--- src/sv/bmu_pkg.sv ---
// Shared types and constants of the breakpoint match unit.
`default_nettype none
package bmu_pkg;

   localparam int MODE_W   = 2;
   localparam int LINE_IN_W = 16;
   localparam int SLOT_W   = 5;
   localparam int RUN_W    = 2;
   localparam int HITS_W   = 16;

   localparam logic [HITS_W-1:0] HIT_MAX = '1;

   localparam logic [MODE_W-1:0] MODE_CHECK    = 2'd0;
   localparam logic [MODE_W-1:0] MODE_ADD      = 2'd1;
   localparam logic [MODE_W-1:0] MODE_CONTINUE = 2'd2;
   localparam logic [MODE_W-1:0] MODE_STEP     = 2'd3;

   localparam logic [RUN_W-1:0] RUN_RUNNING  = 2'd0;
   localparam logic [RUN_W-1:0] RUN_PAUSED   = 2'd1;
   localparam logic [RUN_W-1:0] RUN_STEPPING = 2'd2;
   localparam logic [RUN_W-1:0] RUN_STOPPED  = 2'd3;

   typedef enum logic [2:0] {
      ST_IDLE,
      ST_EXEC,
      ST_SCAN,
      ST_HIT,
      ST_RESP
   } state_type;

   typedef struct packed {
      logic capture;
      logic exec;
      logic read;
      logic hit;
      logic load_rsp;
   } cmd_type;

   typedef struct packed {
      logic scan_needed;
      logic more;
      logic match;
      logic rd_pending;
   } status_type;

endpackage
`default_nettype wire

--- src/sv/bmu_ctrl.sv ---
// Controller state machine of the breakpoint match unit.
`default_nettype none
module bmu_ctrl (
   input  wire                  clock,
   input  wire                  reset,
   input  wire                  req_valid,
   output logic                 req_ready,
   output logic                 rsp_valid,
   input  wire                  rsp_ready,
   input  bmu_pkg::status_type  status,
   output bmu_pkg::cmd_type     cmd
);
   import bmu_pkg::*;

   state_type state_ff, state_in;
   logic      rsp_valid_ff;

   always_comb begin
      state_in = state_ff;
      unique case (state_ff)
         ST_IDLE: begin
            if (req_valid) state_in = ST_EXEC;
         end
         ST_EXEC: begin
            state_in = status.scan_needed ? ST_SCAN : ST_RESP;
         end
         ST_SCAN: begin
            if (status.match) begin
               state_in = ST_HIT;
            end else if (!status.more && !status.rd_pending) begin
               state_in = ST_RESP;
            end
         end
         ST_HIT: begin
            state_in = ST_RESP;
         end
         ST_RESP: begin
            if (!rsp_valid_ff || rsp_ready) state_in = ST_IDLE;
         end
         default: begin
            state_in = ST_IDLE;
         end
      endcase
   end

   always_comb begin
      cmd       = '0;
      req_ready = 1'b0;
      unique case (state_ff)
         ST_IDLE: begin
            req_ready   = 1'b1;
            cmd.capture = req_valid;
         end
         ST_EXEC: begin
            cmd.exec = !status.scan_needed;
         end
         ST_SCAN: begin
            cmd.read = status.more && !status.match;
         end
         ST_HIT: begin
            cmd.hit = 1'b1;
         end
         ST_RESP: begin
            cmd.load_rsp = !rsp_valid_ff || rsp_ready;
         end
         default: begin
            cmd = '0;
         end
      endcase
   end

   always_ff @(posedge clock) begin
      if (reset) begin
         state_ff     <= ST_IDLE;
         rsp_valid_ff <= 1'b0;
      end else begin
         state_ff <= state_in;
         if (cmd.load_rsp) begin
            rsp_valid_ff <= 1'b1;
         end else if (rsp_ready) begin
            rsp_valid_ff <= 1'b0;
         end
      end
   end

   assign rsp_valid = rsp_valid_ff;

endmodule
`default_nettype wire

--- src/sv/bmu_datapath.sv ---
// Datapath of the breakpoint match unit: tables, scan pipeline and result registers.
`default_nettype none
module bmu_datapath #(
   parameter int TABLE_DEPTH = 32,
   parameter int LINE_WIDTH  = 16
) (
   input  wire                                  clock,
   input  wire                                  reset,
   input  bmu_pkg::cmd_type                     cmd,
   output bmu_pkg::status_type                  status,
   input  wire  [bmu_pkg::MODE_W-1:0]           req_mode,
   input  wire  [bmu_pkg::LINE_IN_W-1:0]        req_line_number,
   output logic                                 rsp_break_now,
   output logic                                 rsp_add_status,
   output logic [bmu_pkg::SLOT_W-1:0]           rsp_added_slot,
   output logic [bmu_pkg::RUN_W-1:0]            rsp_run_state,
   output logic [bmu_pkg::LINE_IN_W-1:0]        rsp_paused_line,
   output logic [bmu_pkg::HITS_W-1:0]           rsp_matched_hits
);
   import bmu_pkg::*;

   localparam int KEEP_W = (LINE_WIDTH < LINE_IN_W) ? LINE_WIDTH : LINE_IN_W;
   localparam int IDX_W  = (TABLE_DEPTH > 1) ? $clog2(TABLE_DEPTH) : 1;
   localparam int CNT_W  = $clog2(TABLE_DEPTH + 1);

   // Line table has no reset; the hit counters read as zero until their valid bit is set.
   logic [KEEP_W-1:0] lines_mem [TABLE_DEPTH];
   logic [HITS_W-1:0] hits_mem  [TABLE_DEPTH];
   logic [TABLE_DEPTH-1:0] hvalid_ff;

   logic [CNT_W-1:0]  count_ff;
   logic [RUN_W-1:0]  run_ff;
   logic [KEEP_W-1:0] pause_ff;

   logic [MODE_W-1:0] mode_ff;
   logic [KEEP_W-1:0] line_ff;

   logic [CNT_W-1:0]  scan_addr_ff;
   logic              rd_vld_ff;
   logic [IDX_W-1:0]  rd_idx_ff;
   logic [KEEP_W-1:0] rd_line_ff;
   logic [HITS_W-1:0] rd_hit_ff;
   logic              rd_hvalid_ff;

   logic              res_break_ff;
   logic              res_add_ff;
   logic [SLOT_W-1:0] res_slot_ff;
   logic [HITS_W-1:0] res_hits_ff;

   logic [HITS_W-1:0] hit_cur;
   logic [HITS_W-1:0] hit_new;
   logic              table_full;

   assign table_full = (count_ff >= CNT_W'(TABLE_DEPTH));
   assign hit_cur    = rd_hvalid_ff ? rd_hit_ff : '0;
   assign hit_new    = (hit_cur == HIT_MAX) ? hit_cur : hit_cur + 1'b1;

   assign status.scan_needed = (mode_ff == MODE_CHECK) && (run_ff != RUN_STEPPING);
   assign status.more        = (scan_addr_ff < count_ff);
   assign status.match       = rd_vld_ff && (rd_line_ff == line_ff);
   assign status.rd_pending  = rd_vld_ff;

   // Table reads and writes: during a scan one entry is read per cycle until a match, compared in the next cycle.
   always_ff @(posedge clock) begin
      if (cmd.read) begin
         rd_line_ff   <= lines_mem[scan_addr_ff[IDX_W-1:0]];
         rd_hit_ff    <= hits_mem[scan_addr_ff[IDX_W-1:0]];
         rd_hvalid_ff <= hvalid_ff[scan_addr_ff[IDX_W-1:0]];
         rd_idx_ff    <= scan_addr_ff[IDX_W-1:0];
      end
      if (cmd.exec && mode_ff == MODE_ADD && !table_full) begin
         lines_mem[count_ff[IDX_W-1:0]] <= line_ff;
      end
      if (cmd.hit) begin
         hits_mem[rd_idx_ff] <= hit_new;
      end
   end

   always_ff @(posedge clock) begin
      if (reset) begin
         hvalid_ff    <= '0;
         count_ff     <= '0;
         run_ff       <= RUN_STOPPED;
         pause_ff     <= '0;
         rd_vld_ff    <= 1'b0;
         scan_addr_ff <= '0;
      end else begin
         rd_vld_ff <= cmd.read;
         if (cmd.capture) begin
            scan_addr_ff <= '0;
         end else if (cmd.read) begin
            scan_addr_ff <= scan_addr_ff + 1'b1;
         end
         if (cmd.exec) begin
            unique case (mode_ff)
               MODE_ADD: begin
                  if (!table_full) count_ff <= count_ff + 1'b1;
               end
               MODE_CONTINUE: run_ff <= RUN_RUNNING;
               MODE_STEP:     run_ff <= RUN_STEPPING;
               default: begin
                  run_ff <= run_ff;
               end
            endcase
         end
         if (cmd.hit) begin
            hvalid_ff[rd_idx_ff] <= 1'b1;
            run_ff               <= RUN_PAUSED;
            pause_ff             <= line_ff;
         end
      end
   end

   // Per-transaction registers and the output register.
   always_ff @(posedge clock) begin
      if (cmd.capture) begin
         mode_ff      <= req_mode;
         line_ff      <= req_line_number[KEEP_W-1:0];
         res_break_ff <= 1'b0;
         res_add_ff   <= 1'b0;
         res_slot_ff  <= '0;
         res_hits_ff  <= '0;
      end
      if (cmd.exec) begin
         unique case (mode_ff)
            MODE_CHECK: res_break_ff <= 1'b1;
            MODE_ADD: begin
               if (table_full) begin
                  res_add_ff <= 1'b1;
               end else begin
                  res_slot_ff <= SLOT_W'(count_ff);
               end
            end
            default: begin
               res_break_ff <= 1'b0;
            end
         endcase
      end
      if (cmd.hit) begin
         res_break_ff <= 1'b1;
         res_hits_ff  <= hit_new;
      end
      if (cmd.load_rsp) begin
         rsp_break_now    <= res_break_ff;
         rsp_add_status   <= res_add_ff;
         rsp_added_slot   <= res_slot_ff;
         rsp_run_state    <= run_ff;
         rsp_paused_line  <= LINE_IN_W'(pause_ff);
         rsp_matched_hits <= res_hits_ff;
      end
   end

endmodule
`default_nettype wire

--- src/sv/breakpoint_match_unit.sv ---
// Top level of the breakpoint match unit: controller and datapath.
//
//   Channel   Direction  Handshake              Payload
//   req_      in         req_valid/req_ready    mode, line_number
//   rsp_      out        rsp_valid/rsp_ready    break_now, add_status, added_slot,
//                                               run_state, paused_line, matched_hits
//
// Add, continue, single step and a check while stepping go from acceptance
// through the execute and response states to the output register. A check
// scans the line table one entry per cycle through the registered memory
// read until a match is found or the stored entries run out.
// Reset is synchronous and leaves the unit stopped with an empty table.
// One transaction is worked on at a time; a new one is accepted while the
// previous result still waits in the output register.
`default_nettype none
module breakpoint_match_unit #(
   parameter int TABLE_DEPTH = 32,
   parameter int LINE_WIDTH  = 16
) (
   input  wire                            clock,
   input  wire                            reset,
   input  wire                            req_valid,
   output logic                           req_ready,
   input  wire  [bmu_pkg::MODE_W-1:0]     req_mode,
   input  wire  [bmu_pkg::LINE_IN_W-1:0]  req_line_number,
   output logic                           rsp_valid,
   input  wire                            rsp_ready,
   output logic                           rsp_break_now,
   output logic                           rsp_add_status,
   output logic [bmu_pkg::SLOT_W-1:0]     rsp_added_slot,
   output logic [bmu_pkg::RUN_W-1:0]      rsp_run_state,
   output logic [bmu_pkg::LINE_IN_W-1:0]  rsp_paused_line,
   output logic [bmu_pkg::HITS_W-1:0]     rsp_matched_hits
);
   import bmu_pkg::*;

   cmd_type    cmd;
   status_type status;

   bmu_ctrl u_ctrl (
      .clock     (clock),
      .reset     (reset),
      .req_valid (req_valid),
      .req_ready (req_ready),
      .rsp_valid (rsp_valid),
      .rsp_ready (rsp_ready),
      .status    (status),
      .cmd       (cmd)
   );

   bmu_datapath #(
      .TABLE_DEPTH (TABLE_DEPTH),
      .LINE_WIDTH  (LINE_WIDTH)
   ) u_datapath (
      .clock            (clock),
      .reset            (reset),
      .cmd              (cmd),
      .status           (status),
      .req_mode         (req_mode),
      .req_line_number  (req_line_number),
      .rsp_break_now    (rsp_break_now),
      .rsp_add_status   (rsp_add_status),
      .rsp_added_slot   (rsp_added_slot),
      .rsp_run_state    (rsp_run_state),
      .rsp_paused_line  (rsp_paused_line),
      .rsp_matched_hits (rsp_matched_hits)
   );

endmodule
`default_nettype wire

--- config.mk ---
export PLATFORM = sky130hd
export DESIGN_NAME = breakpoint_match_unit
export DESIGN_NICKNAME = d
export VERILOG_FILES = /design/src/sv/bmu_pkg.sv /design/src/sv/bmu_ctrl.sv /design/src/sv/bmu_datapath.sv /design/src/sv/breakpoint_match_unit.sv
export SDC_FILE = /design/constraint.sdc
export NUM_CORES = 1
export LEC_CHECK = 0
export BUFFER_PORTS_ARGS = -buffer_cell sky130_fd_sc_hd__buf_2
export CORE_ASPECT_RATIO = 1.4
export CORE_MARGIN = 10
export CORE_UTILIZATION = 40
export CTS_BUF_LIST = sky130_fd_sc_hd__clkbuf_8
export DETAILED_ROUTE_END_ITERATION = 10
export GPL_ROUTABILITY_DRIVEN = 0
export MAX_ROUTING_LAYER = met4
export PLACE_DENSITY = 0.57
export SLEW_MARGIN = 10
export SYNTH_ARGS = -nofsm -noshare
export SYNTH_HDL_FRONTEND = slang
export SYNTH_SLANG_ARGS = --single-unit
--- constraint.sdc ---
create_clock -name clock -period 4.2 [get_ports clock]
set_clock_uncertainty 0.05 [all_clocks]
set_input_delay 0.63 -clock clock [delete_from_list [all_inputs] [get_ports clock]]
set_output_delay 0.63 -clock clock [all_outputs]
set_load 0.02 [all_outputs]
* Word level (Yosys, flattened, before mapping) *
Memories as Yosys holds them, arrays and structs flattened. A register that Yosys moved wholly into a read port is not among the register bits.
Cells that the tools add are included.

word-level totals
  latch bits = 0
  RAM bits = 1,024
  register bits after elaboration = 155
  memory bits (read-only) = 0
  output and inout bits = 43
  memories = 2

memories
  memory                words  bits a word  read ports  clocked after memory_dff  wr ports  RTL line            text
  u_datapath.hits_mem   32     16           1           1                         1         bmu_datapath.sv:28  logic [HITS_W-1:0] hits_mem [TABLE_DEPTH];
  u_datapath.lines_mem  32     16           1           1                         1         bmu_datapath.sv:27  logic [KEEP_W-1:0] lines_mem [TABLE_DEPTH];

cells by class
  magnitude comparators = 5
  div/mod/pow operators = 0
  eq/ne operators = 13
  shift-type cells = 0
  mux-type cells = 40
  reductions and logical operators = 27
  bitwise logic cells = 2
  add/subtract/negate cells = 3
  multipliers = 0

operators by type and width
  cell                   number
  $mux 16                4
  $or 32x32->32          1
  $mux 1                 20
  $mux 5                 4
  $add 16x1->16 const B  1
  $eq 16x16->1           1
  $eq 16x16->1 const B   1
  $mux 3                 5
  $pmux 3 s5             1
  $add 6x1->6 const B    2
  $lt 5x6->1 const B     2
  $reduce_bool 2->1      4
  $logic_and 1x1->1      7
  $eq 3x2->1 const B     2
  $ge 6x6->1 const B     1
  $logic_not 1->1        6
  $lt 6x6->1             1
  $reduce_and 3->1       2
  $bmux 1 s5             1
  $demux 1 s5            1
  $ge 5x1->1 const B     1
  $eq 2x2->1 const B     2
  $mux 2                 2
  $ne 2x2->1 const B     2
  14 further kinds       16

* Longest topological paths before layout *
Gate-level depths: netlist (run 1).

  depth after elaboration = 8
  mapped depth = 10

* Cells and area by module *
A second synthesis (run 1) with hierarchy kept.

second synthesis, totals
  cell total of the unflattened synthesis = 2,353
  area, all modules = 46,328.2 sq um

by module, submodules not included
  module        sequential area each (sq um)  cells each  times used  area an instance (sq um)
  bmu_datapath  35,544.1                      2,323       1           46,075.4
  bmu_ctrl      80.1                          30          1           252.7

* Worst setup path after synthesis (run 1) *
OpenSTA, ideal clock, no wires.

  path kind = flip-flop to flip-flop
  from = register u_datapath.rd_hvalid_ff
  to = memory u_datapath.hits_mem[0][0] (data pin)
  cell stages (with the launch flop) = 8
  path slack = 1.146 ns
  required time = 3.759 ns
  buffers on the path = 1
  period minus slack after synthesis = 3.054 ns
  library setup time = 0.391 ns
  arrival = 2.612 ns
  cell sequence = edfxtp_1 buf_2 and2_1 ha_1 nand3_1 nor4_1 nand2_1 xnor2_1

between the ends
  word-level cells in the longest chain between the ends = 3
  elaborated cells between the ends (all ways) = 4
  those cells by class = add/sub: 1; eq/ne: 1; mux: 2

RTL lines
  element                                        RTL line            text
  from (decl)                                    bmu_datapath.sv:43  logic rd_hvalid_ff;
  from (signal assigned)                         bmu_datapath.sv:68  rd_hvalid_ff <= hvalid_ff[scan_addr_ff[IDX_W-1:0]];
  $mux 16 *                                      bmu_datapath.sv:55  assign hit_cur = rd_hvalid_ff ? rd_hit_ff : '0;
  $add 16x1->16 or $eq 16x16->1 (tied branches)  bmu_datapath.sv:56  assign hit_new = (hit_cur == HIT_MAX) ? hit_cur : hit_cur + 1'b1;
  $mux 16 *                                      bmu_datapath.sv:56
  net u_datapath.hit_new[0]                      bmu_datapath.sv:51  logic [HITS_W-1:0] hit_new;
  to (decl)                                      bmu_datapath.sv:28

The timed path passes the listed nets; every way through them passes the cells marked *.

* Worst setup path after layout (run 1) *
  from = register u_datapath.rd_hvalid_ff
  to = memory u_datapath.hits_mem[26][4] (data pin)

The elaborated chain is that of the path after synthesis.

==> key figures, run 1 <==
Clock tree
  – Num CTS Buffers: 180
  – Sink Count: 1211
  – Cells resized by post-CTS repair: 0
  – H-tree Lvls: 4
  – Longest Clk Path Bufs: 3
  – CTS tree: built
  – Clk_lat worst skew: 0.88 ns
  – Clock transition at path regs: 0.06 ns
  – CTS root buffer: clkbuf_8

Routing
  – Pre-antenna DRT Iters: 5
  – Vias: 22200
  – Detailed Route WL: 113000 um
  – First DRT Iteration DRCs: 1707
  – Remaining antenna violation count after routing: 0
  – DRC viols: 0
  – Routed len/inst: 27.9 um
  – DR vias/cell: 5.49

Pwr
  – Max VDD drop: 0.298 mV
  – Sw power: 4790 uW
  – Flop pwr share: 0.591
  – Pwr Total: 22300 uW
  – Power Density: 421 nW/um^2
  – Clock power frac: 0.396
  – Logic pwr share: 0.012
  – Int Power: 17500 uW
  – Switching Share: 0.215
  – Leak: 0.0166 uW

Worst setup path
  – CP max stage delay: 0.77 ns
  – Startpoint Class: flop
  – Buffers plus inverters on the worst setup path: 2
  – CP endpoint kind: flop
  – Crit path max-delay family: simple AND/OR/NAND/NOR gates
  – CP Data Required Time: 4.82 ns
  – Critical path's slowest cell: nor2_1
  – Critical path class: flop to flop
  – CP arrival: 4.33 ns
  – Crit Path Max Fanout: 17
  – Worst-path cell chain: nand2_1, inv_1, ha_1, nand3_1, nor4_1, nand2_1, nand4_1, xor2_1, nor2_1, buf_4
  – Most common cell on crit path: nand2_1

Synth
  – Post-synth cell types: 51
  – Synth Cell Area: 46600 sq um
  – Synth Register Bits: 1211
  – Top cells by area, synth: edfxtp_1, mux4_2, mux4_1
  – Net Count, Synth: 2139
  – Syn Inst Count: 2106
  – Top cell type's share of synthesized area: 0.732
  – Sequential fraction of the synthesis area: 0.764
  – Post-synth EDFFs: 1137
  – Post-synth ARST share: 0
  – YS warnings: 0
  – Main flop type after synthesis: edfxtp_1
  – Post-synth top area cell: edfxtp_1
  – Syn avg cell area: 22.1 sq um

Floorplanning
  – Die height: 424 um
  – Die Wd: 309 um
  – Core ar.: 116000 sq um
  – Starting density of the core: 0.402
  – Placement row count: 148
  – Die area: 131000 sq um
  – IO Count: 65

Timing
  – Fmax: 269 MHz
  – Slew HR: 0.204
  – Tmin final: 3.71 ns
  – Post-route setup TNS: 0 ns
  – # setup viols final: 0
  – Final hold violation count: 0
  – RSZ-0062 raised after global routing: no
  – Worst-Margin Slew: 1.19 ns
  – Fin. max-slew vios: 0
  – Final Cycle Share: 0.884

Finish
  – Layout cells sized above 1: 0.310
  – Area growth, synth to finish: 13.6%
  – NumNets Final: 2431

GRT
  – Global route overflow: 0
  – All-Layer GR Usage: 0.179
  – Largest net degree at the start of global routing: 106
  – Vias in the first global route: 23700
  – Antenna violations before repair: 2
  – First-pass GRT wire length: 164000 um

Run status
  – Status: finished clean

Placement
  – Dpl hpwl: 67300 um
  – Buffers on Ports: 64

Worst hold path
  – Hold crit path type: input pin to flop

Flow run
  – Max-cap violations: 0
==> cells in the final DEF (no fill, tap or decap), drive strengths merged, types with 28 or more instances in the layout <==
cell type	instances
nor2	152
mux4	330
buf	194
clkbuf	183
nand2	74
a21oi	28
clkinv	68
edfxtp	1137
dfxtp	74
inv	77
mux2	34
==> worst reg2reg max path: stages, from the launching register on <==
cell and delay, ns:
edfxtp_1 0.55, nand2_1 0.18, inv_1 0.10, ha_1 0.24, nand3_1 0.15, nor4_1 0.47, nand2_1 0.33, nand4_1 0.20
xor2_1 0.10, nor2_1 0.77, buf_4 0.35
==> routing by layer <==
layer | GRT usage | share of wire
met1 | 0.205 | 0.38
met2 | 0.320 | 0.55
met3 | 0.0290 | 0.049
met4 | 0.0511 | 0.023
met5 | - | 0
==> logic make-up (layout without fill, tap and decap cells) <==
kind of cell	after synthesis	after routing	share of synthesized area
other	0	2	0
buffers and inverters	117	548	0.0154
muxes	365	365	0.175
and+or+nand+nor	310	310	0.0291
adders and majority gates	11	11	0.00295
DFF	1211	1211	0.764
AOI/OAI and AO/OA	58	58	0.00733
xor gates and xnor gates	34	34	0.00639
==> Yosys cell counts, types with 2 or more instances <==
master            n
nand2_1          74
a211oi_1          2
xor2_1           25
mux4_1           84
nand2b_1          4
buf_1             5
nand3b_1          4
nor4_1            6
o21a_1            8
or3b_2            2
buf_2            17
ha_1             11
xnor2_1           9
nor2_1          152
dfxtp_1          74
mux2_2           33
inv_2             2
or3_1             5
clkbuf_1         47
buf_6             9
and3_1            4
edfxtp_1       1137
a21oi_1          28
clkbuf_4          2
nor3_1           14
and2_1            8
mux4_2          246
nand3_1          22
buf_12            5
dlygate4sd1_1     2
o21ai_1          11
and4_1            2
inv_1            12
o31a_1            2
nand4_1           8
buf_4            12
buf_8             4
==> flip-flops by register name (all words and copies together), names as in the netlist, 6 cells and up <==
name and cells:
u_datapath.hits_mem 512, u_datapath.lines_mem 512, u_datapath.hvalid_ff 32, u_datapath.line_ff 16, u_datapath.pause_ff 16, u_datapath.rd_hit_ff 16, u_datapath.rd_line_ff 16, u_datapath.res_hits_ff 16
u_datapath.rsp_matched_hits 16, u_datapath.rsp_paused_line 16, u_datapath.count_ff 6, u_datapath.scan_addr_ff 6
==> path summary, 6_finish.rpt <==
path | start | to | slack (ns) | cells after the start
max reg2reg | u_datapath.rd_hvalid_ff | u_datapath.hits_mem[26][4] | 0.49 | 10
min reg2reg | u_datapath.res_hits_ff[2] | u_datapath.rsp_matched_hits[2] | 0.37 | 0
min | req_valid | u_ctrl.state_ff[0] | 0.10 | 3
max | u_datapath.rd_hvalid_ff | u_datapath.hits_mem[26][4] | 0.49 | 10
==> timing repair <==
action                                 CTS  global route
hold buffers                            19             0
endpoints found under the hold margin   19             0
setup buffers                            0             0
==> power by group through the flow <==
stage	logic (uW)	registers (uW)	clock network [uW]
global route	297	13200	9660
global placement	252	13400	0
finish	276	13200	8840
floorplan	71.2	13500	0
CTS	278	13200	9100
detailed placement	264	13400	0
==> cell type report <==
| cell class | instances | area [sq um] |
|---|---|---|
| diodes | 2 | 5.00 |
| clock buffers | 183 | 2520 |
| clock inverters | 138 | 753 |
| fillers | 9768 | 63000 |
| inverters | 14 | 52.6 |
| multi-input cells | 778 | 10500 |
| flip-flops and latches | 1211 | 35600 |
| well taps | 1500 | 1880 |
| repair buffers | 213 | 1610 |
==> metrics by stage <==
stage          cell area, sq um  setup slack, ns  hold WS, ns   util  instances
2_1_floorplan             46600             1.15        0.350      -       2106
3_3_place_gp              49500            0.713        0.351  0.427       3697
3_5_place_dp              49500            0.609        0.355  0.427       3697
4_1_cts                   53000            0.586       0.0113  0.457       4037
5_1_grt                   53000            0.113       0.0639  0.457       4039
6_report                  53000            0.488        0.103  0.457       4039
Power figures use the tool's default switching activity.
==> inputs of run 2 (changes only) <==
==> constraint.sdc (replaced) <==
create_clock -name clock -period 4.2 [get_ports clock]
set_clock_uncertainty 0.05 [all_clocks]
set_input_delay 0 -clock clock [delete_from_list [all_inputs] [get_ports clock]]
set_output_delay 0 -clock clock [all_outputs]
set_load 0.02 [all_outputs]
==> key figures, run 2 (same netlist as run 1, synthesis figures left out) <==
Run status
  – Status: finished clean

Worst setup path
  – Worst-path cell chain: nand2_1, inv_1, ha_1, nand3_1, nor4_1, nand2_1, nand4_1, xor2_1, nor2_1, buf_4
  – R2R setup slack: 0.58 ns (+0.09 ns)
  – CP endpoint kind: flop
  – R2r endpoint: u_datapath.hits_mem[17][4]
  – Critical path's slowest cell: nor2_1
  – Critical path class: flop to flop
  – CP Data Required Time: 4.80 ns (-0.02 ns)
  – CP arrival: 4.22 ns (-0.11 ns)
  – Startpoint Class: flop
  – RR Startpoint: u_datapath.rd_hvalid_ff
  – Buffers plus inverters on the worst setup path: 2 (unchanged)
  – CP max stage delay: 0.72 ns (-0.05 ns)
  – Most common cell on crit path: nand2_1
  – Worst Reg2Reg Path Length in Cells: 10 (unchanged)
  – Crit path max-delay family: simple AND/OR/NAND/NOR gates
  – Crit Path Max Fanout: 17 (unchanged)

Routing
  – Vias: 22300 (+0.72%)
  – Detailed Route WL: 113000 um (about the same)
  – Routed len/inst: 27.7 um (-0.74%)
  – Pre-antenna DRT Iters: 5 (unchanged)
  – First DRT Iteration DRCs: 1943 (+14%)
  – DRC viols: 0 (unchanged)
  – Remaining antenna violation count after routing: 0 (unchanged)
  – DR vias/cell: 5.48 (about the same)

Floorplanning
  – Core ar.: 116000 sq um (unchanged)
  – Starting density of the core: 0.402 (unchanged)
  – Placement row count: 148 (unchanged)
  – Die area: 131000 sq um (unchanged)
  – IO Count: 65 (unchanged)
  – Die height: 424 um (unchanged)
  – Die Wd: 309 um (unchanged)

Finish
  – Commonest cells after routing, fill and taps aside: edfxtp_1, mux4_2, clkbuf_8
  – Fin cells: 4072 (+0.82%)
  – NumNets Final: 2461 (+1.2%)
  – Post-route cell area: 53400 sq um (+0.74%)
  – Layout cells sized above 1: 0.309 (-0.000991)
  – Area of the multi-input gates: 10500 sq um (about the same)
  – Area growth, synth to finish: 14.5%
  – Reg area: 35600 sq um (unchanged)
  – Fillers: 9765 (-0.031%)
  – Most common cell after layout, fill and taps aside: edfxtp_1

GRT
  – GRT met2 Usage: 0.313 (-0.00701)
  – Largest net degree at the start of global routing: 91 (-14%)
  – Grt peak-use layer: met2
  – Met1 usage in global routing: 0.204 (-0.000552)
  – All-Layer GR Usage: 0.179 (about the same)
  – Global route overflow: 0 (unchanged)
  – First-pass GRT wire length: 165000 um (+0.27%)
  – Grt met3 use: 0.0312 (+0.00219)
  – Antenna violations before repair: 1 (-1)
  – Vias in the first global route: 24000 (+1.0%)

Worst hold path
  – Hold crit path type: input pin to flop
  – Hold Path Sink: u_datapath.count_ff[4]
  – Worst Hold Launch: reset
  – Worst hold stages: 3 (unchanged)

Placement
  – Cell total after placement: 3704 (+0.19%)
  – Dpl hpwl: 67500 um (+0.28%)
  – Cell Area, Placed: 49500 sq um (about the same)
  – Buffers on Ports: 64 (unchanged)

Clock tree
  – Cells resized by post-CTS repair: 0 (unchanged)
  – Postcts setup bufs: 0 (unchanged)
  – H-tree Lvls: 4 (unchanged)
  – Longest Clk Path Bufs: 3 (unchanged)
  – Num CTS Buffers: 180 (unchanged)
  – CTS root buffer: clkbuf_8
  – Hold buffers post-CTS: 42 (+23)
  – CTS tree: built
  – Sink Count: 1211 (unchanged)
  – Clock transition at path regs: 0.06 ns (about the same)
  – Clk_lat worst skew: 0.88 ns (about the same)

Timing
  – Tmin final: 3.62 ns (-0.0915 ns)
  – Slew HR: 0.233 (+0.0289)
  – RSZ-0062 raised after global routing: no
  – Final hold violation count: 0 (unchanged)
  – Worst-Margin Slew: 1.15 ns (-0.0433 ns)
  – # setup viols final: 0 (unchanged)
  – Fin. max-slew vios: 0 (unchanged)
  – Fmax: 276 MHz (+2.5%)
  – Final Cycle Share: 0.862 (-0.0218)
  – Post-route setup TNS: 0 ns (unchanged)

Pwr
  – Clock power frac: 0.404 (+0.008)
  – Leak: 0.0168 uW (+1.2%)
  – Pwr Total: 22600 uW (+1.4%)
  – Power Density: 424 nW/um^2 (+0.61%)
  – Int Power: 17800 uW (+1.7%)
  – Max VDD drop: 0.366 mV (+23%)
  – Switching Share: 0.212 (-0.00240)
  – Sw power: 4800 uW (+0.23%)
  – Flop pwr share: 0.583 (-0.008)
  – Logic pwr share: 0.013 (about the same)

Flow run
  – Max-cap violations: 0 (unchanged)
## run 2: power by group through the flow
stage | combinational [uW] | clock (uW) | sequential [uW]
2_1_floorplan | 71.2 | 0 | 13500
3_3_place_gp | 255 | 0 | 13400
3_5_place_dp | 269 | 0 | 13400
4_1_cts | 298 | 9370 | 13200
5_1_grt | 320 | 9910 | 13200
6_report | 296 | 9130 | 13200
## run 2: cell type report
cell class,count,area share
clock buffers,185,0.0477
multi-input cells,778,0.197
clock inverters,140,0.0159
repair buffers,243,0.0353
well taps,1500,0.0352
diodes,1,0.0000469
inverters,14,0.000985
flip-flops and latches,1211,0.668
## run 2: how the worst max path moves through the flow
stage                                             to  slack [ns]                    start  cells after the start
after CTS                 u_datapath.hits_mem[22][4]        0.65  u_datapath.rd_hvalid_ff                     10
after global routing      u_datapath.hits_mem[17][4]        0.18  u_datapath.rd_hvalid_ff                     10
final                     u_datapath.hits_mem[17][4]        0.58  u_datapath.rd_hvalid_ff                     10
after floorplan            u_datapath.hits_mem[0][0]        1.15  u_datapath.rd_hvalid_ff                      7
after detailed placement  u_datapath.hits_mem[16][4]        0.72  u_datapath.rd_hvalid_ff                     10
after global placement    u_datapath.hits_mem[16][4]        0.79  u_datapath.rd_hvalid_ff                     10
## run 2: routing by layer
metal	up-vias	routed length [um]
met5	-	0
met4	0	3330
met3	203	5610
met2	776	61400
met1	11900	42600
li1	9464	-
## run 2: worst min-delay path: stages
cell and delay [ns]:
dlygate4sd3_1 0.53, buf_2 0.34, nor2_1 0.17
## run 2: metrics by stage
stage	util	worst slack [ns]	hold WS, ns
after floorplan	-	1.15	0.0489
after global placement	0.427	0.786	0.128
after detailed placement	0.427	0.721	0.128
after CTS	0.460	0.646	0.101
after global routing	0.460	0.181	0.163
final	0.460	0.579	0.190
